$ cat src/rtl/assert_macros.svh
// Assertion macros shared by the RTL modules
`ifndef ASSERT_MACROS_SVH
`define ASSERT_MACROS_SVH

// Clocked property check, disabled while reset is asserted
`define ASSERT_CLK(lbl, clk, rstn, prop, msg) \
    lbl: assert property (@(posedge clk) disable iff (!rstn) (prop)) else $error(msg);

// Condition that must never be true at a clock edge
`define ASSERT_NEVER(lbl, clk, rstn, cond, msg) \
    `ASSERT_CLK(lbl, clk, rstn, !(cond), msg)

`endif

$ cat src/rtl/utta_pkg.sv
// Shared types and constants of the UTF-8 typography normalizer
`default_nettype none

package utta_pkg;

    localparam int QUEUE_DEPTH_DEF = 4;
    localparam int MAX_EMIT        = 3;

    typedef struct packed {
        logic [MAX_EMIT-1:0][7:0] bytes;
        logic [1:0]               cnt;
        logic                     last;
    } t_entry;

endpackage

`default_nettype wire

$ cat src/rtl/utta_front.sv
// Front end: holds lookahead bytes, matches patterns and builds queue entries
`default_nettype none

module utta_front
    import utta_pkg::*;
(
    input  wire logic   i_clk,
    input  wire logic   i_rst_n,
    input  wire logic   i_valid,
    input  wire logic   i_full,
    input  wire logic [7:0] i_byte,
    input  wire logic   i_last,
    output logic        o_ready,
    output logic        o_push,
    output t_entry      o_entry
);

    `include "assert_macros.svh"

    localparam logic [1:0] MATCH_FAIL    = 2'd0;
    localparam logic [1:0] MATCH_PARTIAL = 2'd1;
    localparam logic [1:0] MATCH_FULL    = 2'd2;

    localparam logic [7:0] BOM_B0   = 8'hEF;
    localparam logic [7:0] BOM_B1   = 8'hBB;
    localparam logic [7:0] BOM_B2   = 8'hBF;
    localparam logic [7:0] LEAD_C2  = 8'hC2;
    localparam logic [7:0] LEAD_E2  = 8'hE2;
    localparam logic [7:0] MID_80   = 8'h80;
    localparam logic [7:0] CH_SPACE = 8'h20;
    localparam logic [7:0] CH_QUOTE = 8'h22;
    localparam logic [7:0] CH_APOS  = 8'h27;
    localparam logic [7:0] CH_DASH  = 8'h2D;
    localparam logic [7:0] CH_DOT   = 8'h2E;

    typedef struct packed {
        logic [1:0] kind;
        logic [1:0] len;
        logic [1:0] replen;
        logic [7:0] rep;
    } t_match;

    function automatic t_match classify(input logic [7:0] b0, input logic [7:0] b1,
                                        input logic [7:0] b2, input logic [1:0] n,
                                        input logic st);
        t_match m;
        m = '{kind: MATCH_FAIL, len: 2'd1, replen: 2'd0, rep: 8'h00};
        if (b0 == BOM_B0 && st) begin
            if (n < 2'd2)              m.kind = MATCH_PARTIAL;
            else if (b1 != BOM_B1)     m.kind = MATCH_FAIL;
            else if (n < 2'd3)         m.kind = MATCH_PARTIAL;
            else if (b2 != BOM_B2)     m.kind = MATCH_FAIL;
            else begin
                m.kind = MATCH_FULL;
                m.len  = 2'd3;
            end
        end else if (b0 == LEAD_C2) begin
            if (n < 2'd2) begin
                m.kind = MATCH_PARTIAL;
            end else begin
                m.len    = 2'd2;
                m.replen = 2'd1;
                m.kind   = MATCH_FULL;
                case (b1)
                    8'hA0:        m.rep = CH_SPACE;
                    8'hAB, 8'hBB: m.rep = CH_QUOTE;
                    8'h91, 8'h92: m.rep = CH_APOS;
                    default: begin
                        m.kind = MATCH_FAIL;
                        m.len  = 2'd1;
                    end
                endcase
            end
        end else if (b0 == LEAD_E2) begin
            if (n < 2'd2)             m.kind = MATCH_PARTIAL;
            else if (b1 != MID_80)    m.kind = MATCH_FAIL;
            else if (n < 2'd3)        m.kind = MATCH_PARTIAL;
            else begin
                m.len    = 2'd3;
                m.replen = 2'd1;
                m.kind   = MATCH_FULL;
                case (b2)
                    8'h98, 8'h99, 8'h9A, 8'h9B:               m.rep = CH_APOS;
                    8'h9C, 8'h9D, 8'h9E, 8'h9F, 8'hB9, 8'hBA: m.rep = CH_QUOTE;
                    8'h93, 8'h94, 8'h95:                      m.rep = CH_DASH;
                    8'hA6: begin
                        m.rep    = CH_DOT;
                        m.replen = 2'd3;
                    end
                    default: begin
                        m.kind = MATCH_FAIL;
                        m.len  = 2'd1;
                    end
                endcase
            end
        end
        return m;
    endfunction

    logic [1:0][7:0] r_held;
    logic [1:0]      r_held_cnt;
    logic            r_start;

    logic [7:0]      w0, w1, w2;
    logic [1:0]      n_cnt;
    logic [1:0]      len;
    logic            st;
    logic            done;
    logic [1:0]      cnt;
    logic [MAX_EMIT-1:0][7:0] emit;
    t_match          m;
    logic            accept;

    assign o_ready = !i_full;
    assign accept  = i_valid && o_ready;

    always_comb begin
        w0   = (r_held_cnt != 2'd0) ? r_held[0] : i_byte;
        w1   = (r_held_cnt == 2'd2) ? r_held[1] : i_byte;
        w2   = i_byte;
        n_cnt = r_held_cnt + 2'd1;
        st   = r_start;
        done = 1'b0;
        cnt  = 2'd0;
        emit = '0;
        m    = '0;
        len  = 2'd0;
        for (int i = 0; i < 3; i++) begin
            if (!done && n_cnt != 2'd0) begin
                m = classify(w0, w1, w2, n_cnt, st);
                if (m.kind == MATCH_PARTIAL && !i_last) begin
                    done = 1'b1;
                end else begin
                    if (m.kind == MATCH_FULL) begin
                        len = m.len;
                        for (int k = 0; k < 3; k++) begin
                            if (2'(k) < m.replen && cnt != 2'd3) begin
                                emit[cnt] = m.rep;
                                cnt = cnt + 2'd1;
                            end
                        end
                    end else begin
                        len = 2'd1;
                        if (cnt != 2'd3) begin
                            emit[cnt] = w0;
                            cnt = cnt + 2'd1;
                        end
                    end
                    if (len > n_cnt) len = n_cnt;
                    case (len)
                        2'd1: begin
                            w0 = w1;
                            w1 = w2;
                        end
                        2'd2: w0 = w2;
                        default: ;
                    endcase
                    n_cnt = n_cnt - len;
                    st = 1'b0;
                end
            end
        end
    end

    assign o_push        = accept && (cnt != 2'd0 || i_last);
    assign o_entry.bytes = emit;
    assign o_entry.cnt   = cnt;
    assign o_entry.last  = i_last;

    always_ff @(posedge i_clk) begin
        if (!i_rst_n) begin
            r_held_cnt <= 2'd0;
            r_start    <= 1'b1;
        end else if (accept) begin
            if (i_last) begin
                r_held_cnt <= 2'd0;
                r_start    <= 1'b1;
            end else begin
                r_held_cnt <= n_cnt;
                r_start    <= st;
            end
        end
    end

    always_ff @(posedge i_clk) begin
        if (accept && !i_last) begin
            r_held[0] <= w0;
            r_held[1] <= w1;
        end
    end

    `ASSERT_NEVER(a_held_bound, i_clk, i_rst_n, r_held_cnt == 2'd3,
        "more than two lookahead bytes held")
    `ASSERT_CLK(a_last_flushes, i_clk, i_rst_n,
        (accept && i_last) |=> (r_held_cnt == 2'd0 && r_start),
        "final beat did not flush the lookahead")

endmodule

`default_nettype wire

$ cat src/rtl/utta_fifo.sv
// Short queue of result entries between the front and back ends
`default_nettype none

module utta_fifo
    import utta_pkg::*;
#(
    parameter int DEPTH = QUEUE_DEPTH_DEF
) (
    input  wire logic   i_clk,
    input  wire logic   i_rst_n,
    input  wire logic   i_push,
    input  wire t_entry i_entry,
    input  wire logic   i_pop,
    output logic        o_full,
    output logic        o_empty,
    output t_entry      o_head
);

    `include "assert_macros.svh"

    localparam int AW = (DEPTH > 1) ? $clog2(DEPTH) : 1;
    localparam int CW = $clog2(DEPTH + 1);

    t_entry          r_mem [DEPTH];
    logic [AW-1:0]   r_wr;
    logic [AW-1:0]   r_rd;
    logic [CW-1:0]   r_count;

    assign o_full  = (r_count == CW'(DEPTH));
    assign o_empty = (r_count == '0);
    assign o_head  = r_mem[r_rd];

    always_ff @(posedge i_clk) begin
        if (!i_rst_n) begin
            r_wr    <= '0;
            r_rd    <= '0;
            r_count <= '0;
        end else begin
            if (i_push) r_wr <= (r_wr == AW'(DEPTH - 1)) ? '0 : r_wr + 1'b1;
            if (i_pop)  r_rd <= (r_rd == AW'(DEPTH - 1)) ? '0 : r_rd + 1'b1;
            if (i_push && !i_pop)      r_count <= r_count + 1'b1;
            else if (!i_push && i_pop) r_count <= r_count - 1'b1;
        end
    end

    always_ff @(posedge i_clk) begin
        if (i_push) r_mem[r_wr] <= i_entry;
    end

    `ASSERT_NEVER(a_no_overflow, i_clk, i_rst_n, i_push && o_full && !i_pop,
        "push into full queue")
    `ASSERT_NEVER(a_no_underflow, i_clk, i_rst_n, i_pop && o_empty,
        "pop from empty queue")

endmodule

`default_nettype wire

$ cat src/rtl/utta_back.sv
// Back end: expands queue entries into output beats through an output register
`default_nettype none

module utta_back
    import utta_pkg::*;
(
    input  wire logic   i_clk,
    input  wire logic   i_rst_n,
    input  wire logic   i_empty,
    input  wire t_entry i_head,
    output logic        o_pop,
    input  wire logic   i_ready,
    output logic        o_valid,
    output logic [7:0]  o_data,
    output logic        o_last,
    output logic [1:0]  o_user
);

    `include "assert_macros.svh"

    logic [1:0] r_idx;
    logic       r_valid;
    logic [7:0] r_data;
    logic       r_last;
    logic       r_byte_valid;
    logic       r_end;

    logic       load;
    logic       fin;

    assign load  = !i_empty && (!r_valid || i_ready);
    assign fin   = (i_head.cnt == 2'd0) || (r_idx == i_head.cnt - 2'd1);
    assign o_pop = load && fin;

    always_ff @(posedge i_clk) begin
        if (!i_rst_n) begin
            r_valid <= 1'b0;
            r_idx   <= 2'd0;
        end else begin
            if (load) begin
                r_valid <= 1'b1;
                r_idx   <= fin ? 2'd0 : r_idx + 2'd1;
            end else if (i_ready) begin
                r_valid <= 1'b0;
            end
        end
    end

    always_ff @(posedge i_clk) begin
        if (load) begin
            r_data       <= (i_head.cnt == 2'd0) ? 8'h00 : i_head.bytes[r_idx];
            r_byte_valid <= (i_head.cnt != 2'd0);
            r_last       <= fin;
            r_end        <= fin && i_head.last;
        end
    end

    assign o_valid = r_valid;
    assign o_data  = r_data;
    assign o_last  = r_last;
    assign o_user  = {r_end, r_byte_valid};

    `ASSERT_CLK(a_null_is_end, i_clk, i_rst_n,
        (r_valid && !r_byte_valid) |-> (r_last && r_end && r_data == 8'h00),
        "empty result without end marks")
    `ASSERT_NEVER(a_idx_needs_entry, i_clk, i_rst_n, r_idx != 2'd0 && i_empty,
        "entry split but queue empty")

endmodule

`default_nettype wire

$ cat src/rtl/utf8_typography_to_ascii.sv
// Top level of the UTF-8 typography to ASCII normalizer
// Usage:
//   Input stream s_axis: one UTF-8 byte per beat in tdata, tlast on the final
//   byte of a text. Output stream m_axis: one normalized byte per beat.
//   A leading byte-order mark is dropped; smart quotes, guillemets, dashes,
//   no-break space and the ellipsis become plain ASCII.
//   tlast marks the last output beat caused by one input byte; tuser[1]
//   marks the final beat of a text; tuser[0] clear means an empty beat that
//   only carries the end marks (data zero).
// Path: an output beat, made when the input beat that completes it is taken,
//   is written into the queue, then into the output register; bytes of an
//   unfinished pattern wait for the next byte.
// Throughput: one input beat per cycle. Each input beat makes zero to three
//   output beats, one per cycle while m_axis_tready is high; the output side drains the queue at one
//   beat per cycle, so the input stalls only when the queue of QUEUE_DEPTH
//   entries is full.
// Reset: synchronous, active low; clears the lookahead, the queue and the
//   output register, and arms byte-order mark detection.
// Stall: when m_axis_tready is low the output beat holds and the queue
//   fills; s_axis_tready drops once it is full.
`default_nettype none

module utf8_typography_to_ascii
    import utta_pkg::*;
#(
    parameter int QUEUE_DEPTH = QUEUE_DEPTH_DEF
) (
    input  wire logic       i_clk,
    input  wire logic       i_rst_n,
    input  wire logic       s_axis_tvalid,
    output logic            s_axis_tready,
    input  wire logic [7:0] s_axis_tdata,   // [7:0] in_byte
    input  wire logic       s_axis_tlast,
    output logic            m_axis_tvalid,
    input  wire logic       m_axis_tready,
    output logic [7:0]      m_axis_tdata,   // [7:0] out_byte
    output logic            m_axis_tlast,
    output logic [1:0]      m_axis_tuser    // [0] byte_valid, [1] text_end
);

    t_entry push_entry;
    t_entry head_entry;
    logic   push;
    logic   pop;
    logic   full;
    logic   empty;

    utta_front u_front (
        .i_clk   (i_clk),
        .i_rst_n (i_rst_n),
        .i_valid (s_axis_tvalid),
        .i_full  (full),
        .i_byte  (s_axis_tdata),
        .i_last  (s_axis_tlast),
        .o_ready (s_axis_tready),
        .o_push  (push),
        .o_entry (push_entry)
    );

    utta_fifo #(
        .DEPTH (QUEUE_DEPTH)
    ) u_fifo (
        .i_clk   (i_clk),
        .i_rst_n (i_rst_n),
        .i_push  (push),
        .i_entry (push_entry),
        .i_pop   (pop),
        .o_full  (full),
        .o_empty (empty),
        .o_head  (head_entry)
    );

    utta_back u_back (
        .i_clk   (i_clk),
        .i_rst_n (i_rst_n),
        .i_empty (empty),
        .i_head  (head_entry),
        .o_pop   (pop),
        .i_ready (m_axis_tready),
        .o_valid (m_axis_tvalid),
        .o_data  (m_axis_tdata),
        .o_last  (m_axis_tlast),
        .o_user  (m_axis_tuser)
    );

endmodule

`default_nettype wire

$ cat config.mk
export PLATFORM = sky130hd
export DESIGN_NAME = utf8_typography_to_ascii
export DESIGN_NICKNAME = d
export VERILOG_FILES = /design/src/rtl/utta_pkg.sv /design/src/rtl/utta_front.sv /design/src/rtl/utta_fifo.sv /design/src/rtl/utta_back.sv /design/src/rtl/utf8_typography_to_ascii.sv
export VERILOG_INCLUDE_DIRS = /design/src /design/src/rtl
export SDC_FILE = /design/constraint.sdc
export NUM_CORES = 1
export LEC_CHECK = 0
export BUFFER_PORTS_ARGS = -buffer_cell sky130_fd_sc_hd__buf_2
export CAP_MARGIN = 20
export CORE_AREA = 8 8 190 192
export CTS_BUF_LIST = sky130_fd_sc_hd__clkbuf_8
export DETAILED_ROUTE_END_ITERATION = 8
export DIE_AREA = 0 0 198 200
export PLACE_DENSITY = 0.51
export SKIP_CTS_REPAIR_TIMING = 1
export SLEW_MARGIN = 10
export SYNTH_ARGS = -nofsm -noshare
export SYNTH_HDL_FRONTEND = slang
export SYNTH_SLANG_ARGS = --single-unit
$ cat constraint.sdc
create_clock -name i_clk -period 36.3 [get_ports i_clk]
set_clock_uncertainty 0.15 [all_clocks]
set_input_delay 1.815 -clock i_clk [delete_from_list [all_inputs] [get_ports i_clk]]
set_output_delay 1.815 -clock i_clk [all_outputs]
set_load 0.1 [all_outputs]
==> results of run 1 <==
## sequential cells by signal, summed over array words and instances, names as in the netlist, named ones only
register / count
u_fifo.r_mem: 108
u_front.r_held: 16
u_back.o_data: 8
u_fifo.r_count: 3
u_back.r_idx: 2
u_fifo.r_rd: 2
u_fifo.r_wr: 2
u_front.r_held_cnt: 2
u_back.o_last: 1
u_back.o_valid: 1
u_back.r_byte_valid: 1
u_back.r_end: 1
u_front.r_start: 1
## cells in the mapped netlist, types with 8 or more instances
library cell | instances | area [sq um]
a21o_1 | 13 | 97.6
a21oi_1 | 72 | 360
a22o_1 | 12 | 105
a22oi_1 | 19 | 143
a31oi_1 | 10 | 62.6
and2_1 | 19 | 119
and3_1 | 10 | 62.6
buf_2 | 8 | 40.0
clkbuf_1 | 49 | 184
dfxtp_1 | 15 | 300
edfxtp_1 | 135 | 4050
ha_1 | 58 | 726
inv_1 | 49 | 184
mux2_2 | 27 | 304
mux2i_1 | 32 | 320
mux4_2 | 27 | 608
nand2_1 | 121 | 454
nand2b_1 | 11 | 68.8
nand3_1 | 34 | 170
nand4_1 | 11 | 68.8
nor2_1 | 86 | 323
nor2b_1 | 24 | 150
nor3_1 | 32 | 160
nor4_1 | 8 | 50.1
o211ai_1 | 12 | 90.1
o21ai_0 | 74 | 370
o22ai_1 | 16 | 100
or3_1 | 15 | 93.8
## through the flow
| step | worst slack, ns | instances | utilization (%) |
|---|---|---|---|
| finish | 21.10 | 1625 | 37.3 |
| detailed placement | 20.88 | 1593 | 36.0 |
| CTS | 21.33 | 1625 | 37.3 |
| floorplan | 22.82 | 1172 | - |
| global route | 20.22 | 1625 | 37.3 |
| global placement | 20.58 | 1592 | 36.0 |
## per-layer routing
layer / part of all wire, % / wire [um]
met5: 0.023 / 9
met3: 6.2 / 2380
met4: 4.1 / 1590
met2: 46 / 17500
met1: 44 / 16900
## where the power goes
group,internal (W),switching (W),leakage (nW)
combinational,0.000288,0.000598,2.81
clock,0.0000647,0.0000758,0.217
sequential,0.000317,0.0000214,1.37
total,0.000669,0.000695,4.40
## cells by family after synthesis
group | Yosys count
buffers and inverters | 121
AND/OR/NAND/NOR | 412
flip-flops | 150
AO/OA/AOI/OAI | 328
multiplexers | 88
XOR/XNOR | 14
adder cells (fa/ha/maj) | 59
## cell usage in the layout (no fill, tap or decap), types with 14 or more instances in the layout
cell / netlist / layout
buf_4: 2 / 17
nand3_1: 34 / 34
dfxtp_1: 15 / 14
mux2_2: 27 / 27
clkbuf_8: 0 / 17
mux2i_1: 32 / 32
inv_1: 49 / 50
nor2b_1: 24 / 24
and2_1: 19 / 19
nand2_1: 121 / 121
edfxtp_1: 135 / 135
or3_1: 15 / 15
o22ai_1: 16 / 16
a21oi_1: 72 / 72
a22oi_1: 19 / 19
mux4_2: 27 / 27
o21ai_0: 74 / 74
buf_2: 8 / 25
nor2_1: 86 / 86
ha_1: 58 / 58
nor3_1: 32 / 32
## worst min-delay path: stages (launching register included)
cell      delay [ns]
dfxtp_1         0.33
nand2_1         0.05
a21boi_0        0.06
## how the worst max path moves through the flow
stage,startpoint,to,cells after the start
6_report,s_axis_tdata[2],u_fifo.r_count[2],47
5_1_grt,u_front.r_held_cnt[0],u_fifo.r_count[2],50
4_1_cts,s_axis_tdata[5],u_fifo.r_count[2],48
3_5_place_dp,s_axis_tdata[5],u_fifo.r_count[2],47
3_3_place_gp,s_axis_tdata[2],u_fifo.r_count[2],49
2_1_floorplan,s_axis_tdata[5],u_fifo.r_count[2],52
## final cells by class
class / count / area [sq um]
Multi-Input combinational cell: 901 / 6550
Fill cell: 3330 / 20800
Clock inverter: 15 / 186
Clock buffer: 17 / 234
Inverter: 52 / 195
Tap cell: 448 / 561
Timing Repair Buffer: 42 / 253
Sequential cell: 150 / 4360
==> results.json, run 1 <==
{
  "status": "complete, no violations",
  "gp_congestion": 0.946,
  "synth_xor_xnor_area_share_pct": 1.24,
  "hold_slack_ns": 0.333,
  "busiest_layer": "met2",
  "crit_fanout": 18,
  "ios": 26,
  "fmax_mhz": 65.8,
  "end_kind": "register",
  "clk_path_buf_depth": 2,
  "die_x_um": 198,
  "post_synth_and_or_nand_nor_area_fraction_pct": 18.3,
  "cts_tree": "built",
  "rrSetupSlack_ns": 21.14,
  "area_growth_pct": 8.03,
  "cts.htree.levels": 4,
  "finalWirelength_um": 38500,
  "port_buffers": 25,
  "drive_gt1_share_pct": 14.8,
  "min_period_over_period_pct": 41.9,
  "initial_core_util_pct": 34.5,
  "routed-via-count": 9724,
  "holdPathEnd": "u_back.o_valid",
  "grt_use_met1_pct": 25.4,
  "grt_pass1_vias": 9330,
  "fin_crit_ns": 15.20,
  "rsz0062_at_grt": "false",
  "stdcell_area_sq_um": 12300,
  "grt_use_met2_pct": 30.8,
  "synthAdderAreaFrac_pct": 6.53,
  "synth_mux_area_share_pct": 11.1,
  "placed_area_sq_um": 11900,
  "rr_startpoint": "u_front.r_held_cnt[0]",
  "fp-row-count": 67,
  "grt_usage_pct": 19.2,
  "yosysWarningCount": 0,
  "synth_cells": 1172,
  "path_common_cell": "ha_1",
  "drv_cap": 0,
  "nets": 1236,
  "yosys_register_bits": 150,
  "clk_pin_slew_ns": 0.11,
  "die_area_sq_um": 39600,
  "r2r_end": "u_fifo.r_count[2]",
  "async_reset_ff_share_pct": 0,
  "worst_ep_required_time_ns": 36.52,
  "grt_max_degree": 28,
  "drcViolationCount": 0,
  "insertion_delay_ns": 0.45,
  "overflow": 0,
  "cts_root_buf": "clkbuf_8",
  "synth_compound_area_share_pct": 20.2,
  "synth_top_family_by_area": "compound AO/OA/AOI/OAI gates",
  "slowest_delay_ns": 0.67,
  "cts_made_buffers": 17,
  "antenna_cells": 0,
  "setup_viol": 0,
  "maxSlewHeadroom_pct": 26.9,
  "avgRoutedWirePerCell_um": 23.7,
  "synth_edf_count": 135,
  "worst_ir_drop_vdd_v": 0.0000581,
  "first_pass_iters": 7,
  "crit_buf_inv": 5,
  "detail-route-antenna-nets": 0,
  "via_per_inst": 5.98,
  "holdPathStages": 2,
  "crit_slowest_cell": "nor3b_1",
  "die_h_um": 200,
  "hpwl_um": 28900,
  "p_leak_nw": 4.40,
  "hp-start": "u_back.o_valid",
  "initialDrtViolationCount": 1070,
  "use_met3_pct": 3.05,
  "worstMarginPinSlew_ns": 1.09,
  "crit_family": "simple AND/OR/NAND/NOR gates",
  "syn_area_sq_um": 11400,
  "antenna_found_initial": 1,
  "syn_area_per_cell_sq_um": 9.74,
  "path_class": "input port to register",
  "finalHoldViolCount": 0,
  "slew_viol_final": 0,
  "core_sq_um": 33100,
  "setup_tns_ns": 0,
  "syn_nets": 1244,
  "ys_seq_area_share_pct": 38.1,
  "ys_types": 103,
  "synth_flop_cell": "edfxtp_1",
  "grt_pass1_wl_um": 58100,
  "rr_worst_depth": 48,
  "power.density_nw_per_um2": 111,
  "clock-sinks": 150,
  "cp-start-kind": "input port",
  "finalPower_w": 0.00136,
  "crit_arrival_ns": 15.42,
  "hold_path.class": "register to register"
}
No activity file was read; power rests on OpenSTA's default activity.
==> inputs of run 2 (changes only) <==
--- a/config.mk
+++ b/config.mk
@@ -6,13 +6,14 @@
 export SDC_FILE = /design/constraint.sdc
 export NUM_CORES = 1
 export LEC_CHECK = 0
+export ABC_AREA = 1
 export BUFFER_PORTS_ARGS = -buffer_cell sky130_fd_sc_hd__buf_2
 export CAP_MARGIN = 20
-export CORE_AREA = 8 8 190 192
+export CORE_AREA = 8 8 188 190
 export CTS_BUF_LIST = sky130_fd_sc_hd__clkbuf_8
 export DETAILED_ROUTE_END_ITERATION = 8
-export DIE_AREA = 0 0 198 200
-export PLACE_DENSITY = 0.51
+export DIE_AREA = 0 0 196 198
+export PLACE_DENSITY = 0.53
 export SKIP_CTS_REPAIR_TIMING = 1
 export SLEW_MARGIN = 10
 export SYNTH_ARGS = -nofsm -noshare
==> constraint.sdc (replaced) <==
create_clock -name i_clk -period 12.9 [get_ports i_clk]
set_clock_uncertainty 0.15 [all_clocks]
set_input_delay 0.645 -clock i_clk [delete_from_list [all_inputs] [get_ports i_clk]]
set_output_delay 0.645 -clock i_clk [all_outputs]
set_load 0.1 [all_outputs]
==> run 2 against run 1 <==
- sequential cell count did not move
- synthesized cell count rose by 26%
- critical path depth rose by 30
- count of clock-buffer cells in the layout did not move
- die area fell by 2.0%
- global-route usage fell by 0.40 points
- critical endpoint unchanged
- non-clock buffer count fell by 1
==> results.json, run 2 <==
{
  "grt_max_degree": 56,
  "ys_types": 55,
  "yosysWarningCount": 0,
  "drcViolationCount": 0,
  "async_reset_ff_share_pct": 0,
  "insertion_delay_ns": 0.45,
  "crit_end": "u_fifo.r_count[2]",
  "syn_area_per_cell_sq_um": 7.61,
  "drv_cap": 0,
  "clk_path_buf_depth": 2,
  "grt_pass1_vias": 9718,
  "maxSlewHeadroom_pct": 39.1,
  "die_h_um": 198,
  "initial_core_util_pct": 34.8,
  "mostFrequentLayoutCells": "nand2_1, inv_1, nor2_1, o21ai_0, edfxtp_1",
  "synth.most_common_cell": "nand2_1",
  "crit_arrival_ns": 11.96,
  "synth_top_cell_by_area": "edfxtp_1",
  "port_buffers": 25,
  "die_area_sq_um": 38800,
  "avgRoutedWirePerCell_um": 19.4,
  "overflow": 0,
  "syn_nets": 1545,
  "largest_reg_flops": 108,
  "antenna_cells": 0,
  "ys_seq_area_share_pct": 38.8,
  "drive_gt1_share_pct": 12.3,
  "via_per_inst": 5.48,
  "area_growth_pct": 8.87,
  "synth_flop_cell": "edfxtp_1",
  "slew_viol_final": 0,
  "cp-start-kind": "register",
  "first_pass_iters": 6,
  "setup_tns_ns": 0,
  "hold_path.class": "input port to register",
  "synth_top_family_by_area": "simple AND/OR/NAND/NOR gates",
  "fin_crit_ns": 11.77,
  "cts_root_buf": "clkbuf_8",
  "synth_top_area_share_pct": 36.2,
  "end_kind": "register",
  "fmax_mhz": 85.0,
  "routed-via-count": 10463,
  "ios": 26,
  "worst_ep_required_time_ns": 13.09,
  "rr_worst_depth": 77,
  "yosys_register_bits": 150,
  "rsz0062_at_grt": "false",
  "synth_mux_area_share_pct": 0,
  "rr_startpoint": "u_front.r_held_cnt[0]",
  "crit_slowest_cell": "fa_1",
  "finalHoldViolCount": 0,
  "synth_compound_area_share_pct": 17.5,
  "gp_congestion": 1.00,
  "cts.htree.levels": 4,
  "cts_tree": "built",
  "initialDrtViolationCount": 1133,
  "syn_area_sq_um": 11200,
  "core_sq_um": 32200,
  "grt_usage_pct": 18.8,
  "finalWirelength_um": 37000,
  "hpwl_um": 27700,
  "antenna_found_initial": 0,
  "synth_cells": 1473,
  "synthAdderAreaFrac_pct": 6.65,
  "status": "complete, no violations",
  "die_x_um": 196,
  "crit_fanout": 15,
  "layout_commonest_cell": "nand2_1",
  "path_common_cell": "nand2_1",
  "r2r_end": "u_fifo.r_count[2]",
  "cts_made_buffers": 17,
  "synth_edf_count": 135,
  "yosys-top-cells-area": "edfxtp_1, nand2_1, ha_1",
  "final_core_util_pct": 37.9,
  "post_synth_and_or_nand_nor_area_fraction_pct": 27.6,
  "synth_top_cells_by_count": "nand2_1, inv_1, nor2_1, o21ai_0, edfxtp_1",
  "path_class": "register to register",
  "clock-sinks": 150,
  "nets": 1560,
  "slowest_delay_ns": 0.44,
  "startpoint": "u_front.r_held_cnt[0]",
  "rrSetupSlack_ns": 1.13,
  "worstMarginPinSlew_ns": 0.910,
  "synth_xor_xnor_area_share_pct": 0.469,
  "min_period_over_period_pct": 91.2,
  "grt_pass1_wl_um": 56600,
  "largest_register": "u_fifo.r_mem",
  "clk_pin_slew_ns": 0.10,
  "setup_viol": 0,
  "fp-row-count": 66,
  "detail-route-antenna-nets": 0
}
[run 2: area by class of cell]
class / count / area, sq um
inverters: 206 / 773
fillers: 3356 / 20000
clock buffers: 17 / 234
repair buffers: 41 / 245
multi-input cells: 1072 / 5910
clock inverters: 15 / 171
flip-flops and latches: 150 / 4360
well taps: 408 / 510
[run 2: per-stage QoR]
step | hold slack (ns) | area, sq um | setup WS (ns) | cells
after floorplan | 0.309 | 11200 | 2.38 | 1473
after global placement | 0.350 | 11800 | 0.305 | 1877
after detailed placement | 0.350 | 11800 | 0.168 | 1877
after CTS | 0.336 | 12200 | 0.338 | 1909
after global routing | 0.378 | 12200 | 0.0151 | 1909
final | 0.359 | 12200 | 1.13 | 1909
[run 2: logic make-up (layout without fill, tap and decap cells)]
| kind of cell | Yosys count | in the layout |
|---|---|---|
| and+or+nand+nor | 674 | 674 |
| AOI/OAI and AO/OA | 333 | 333 |
| buffers and inverters | 251 | 279 |
| DFF | 150 | 150 |
| adders and majority gates | 59 | 59 |
| xor gates and xnor gates | 6 | 6 |
[run 2: worst min path at each step]
stage / from / endpoint / slack (ns) / cells after the start
after detailed placement: u_fifo.r_count[2] / u_fifo.r_count[2] / 0.35 / 2
after global placement: u_fifo.r_count[2] / u_fifo.r_count[2] / 0.35 / 2
after CTS: i_rst_n / u_front.r_start / 0.34 / 2
after global routing: s_axis_tlast / u_fifo.r_mem[1][0] / 0.38 / 1
final: i_rst_n / u_front.r_start / 0.36 / 2
after floorplan: u_fifo.r_count[2] / u_fifo.r_count[2] / 0.31 / 2
[run 2: worst max-delay path, delay by kind of cell, from the launching register on]
family	cells	cell delay, ns
compound gates	13	1.72
fa+ha+maj	9	2.45
buf+inv	14	1.53
flops	1	0.33
simple gates	41	5.45
[run 2: routing by layer]
layer,up-vias,track usage (%),wire [um]
li1,5058,-,-
met1,4921,24.7,16300
met2,417,31.0,17000
met3,67,2.92,2680
met4,0,6.82,1050
met5,-,0,0
Power of run 2 is left out: the tool's default activity adds up to more than one toggle a clock period on the data nets, which glitch-free logic cannot reach.
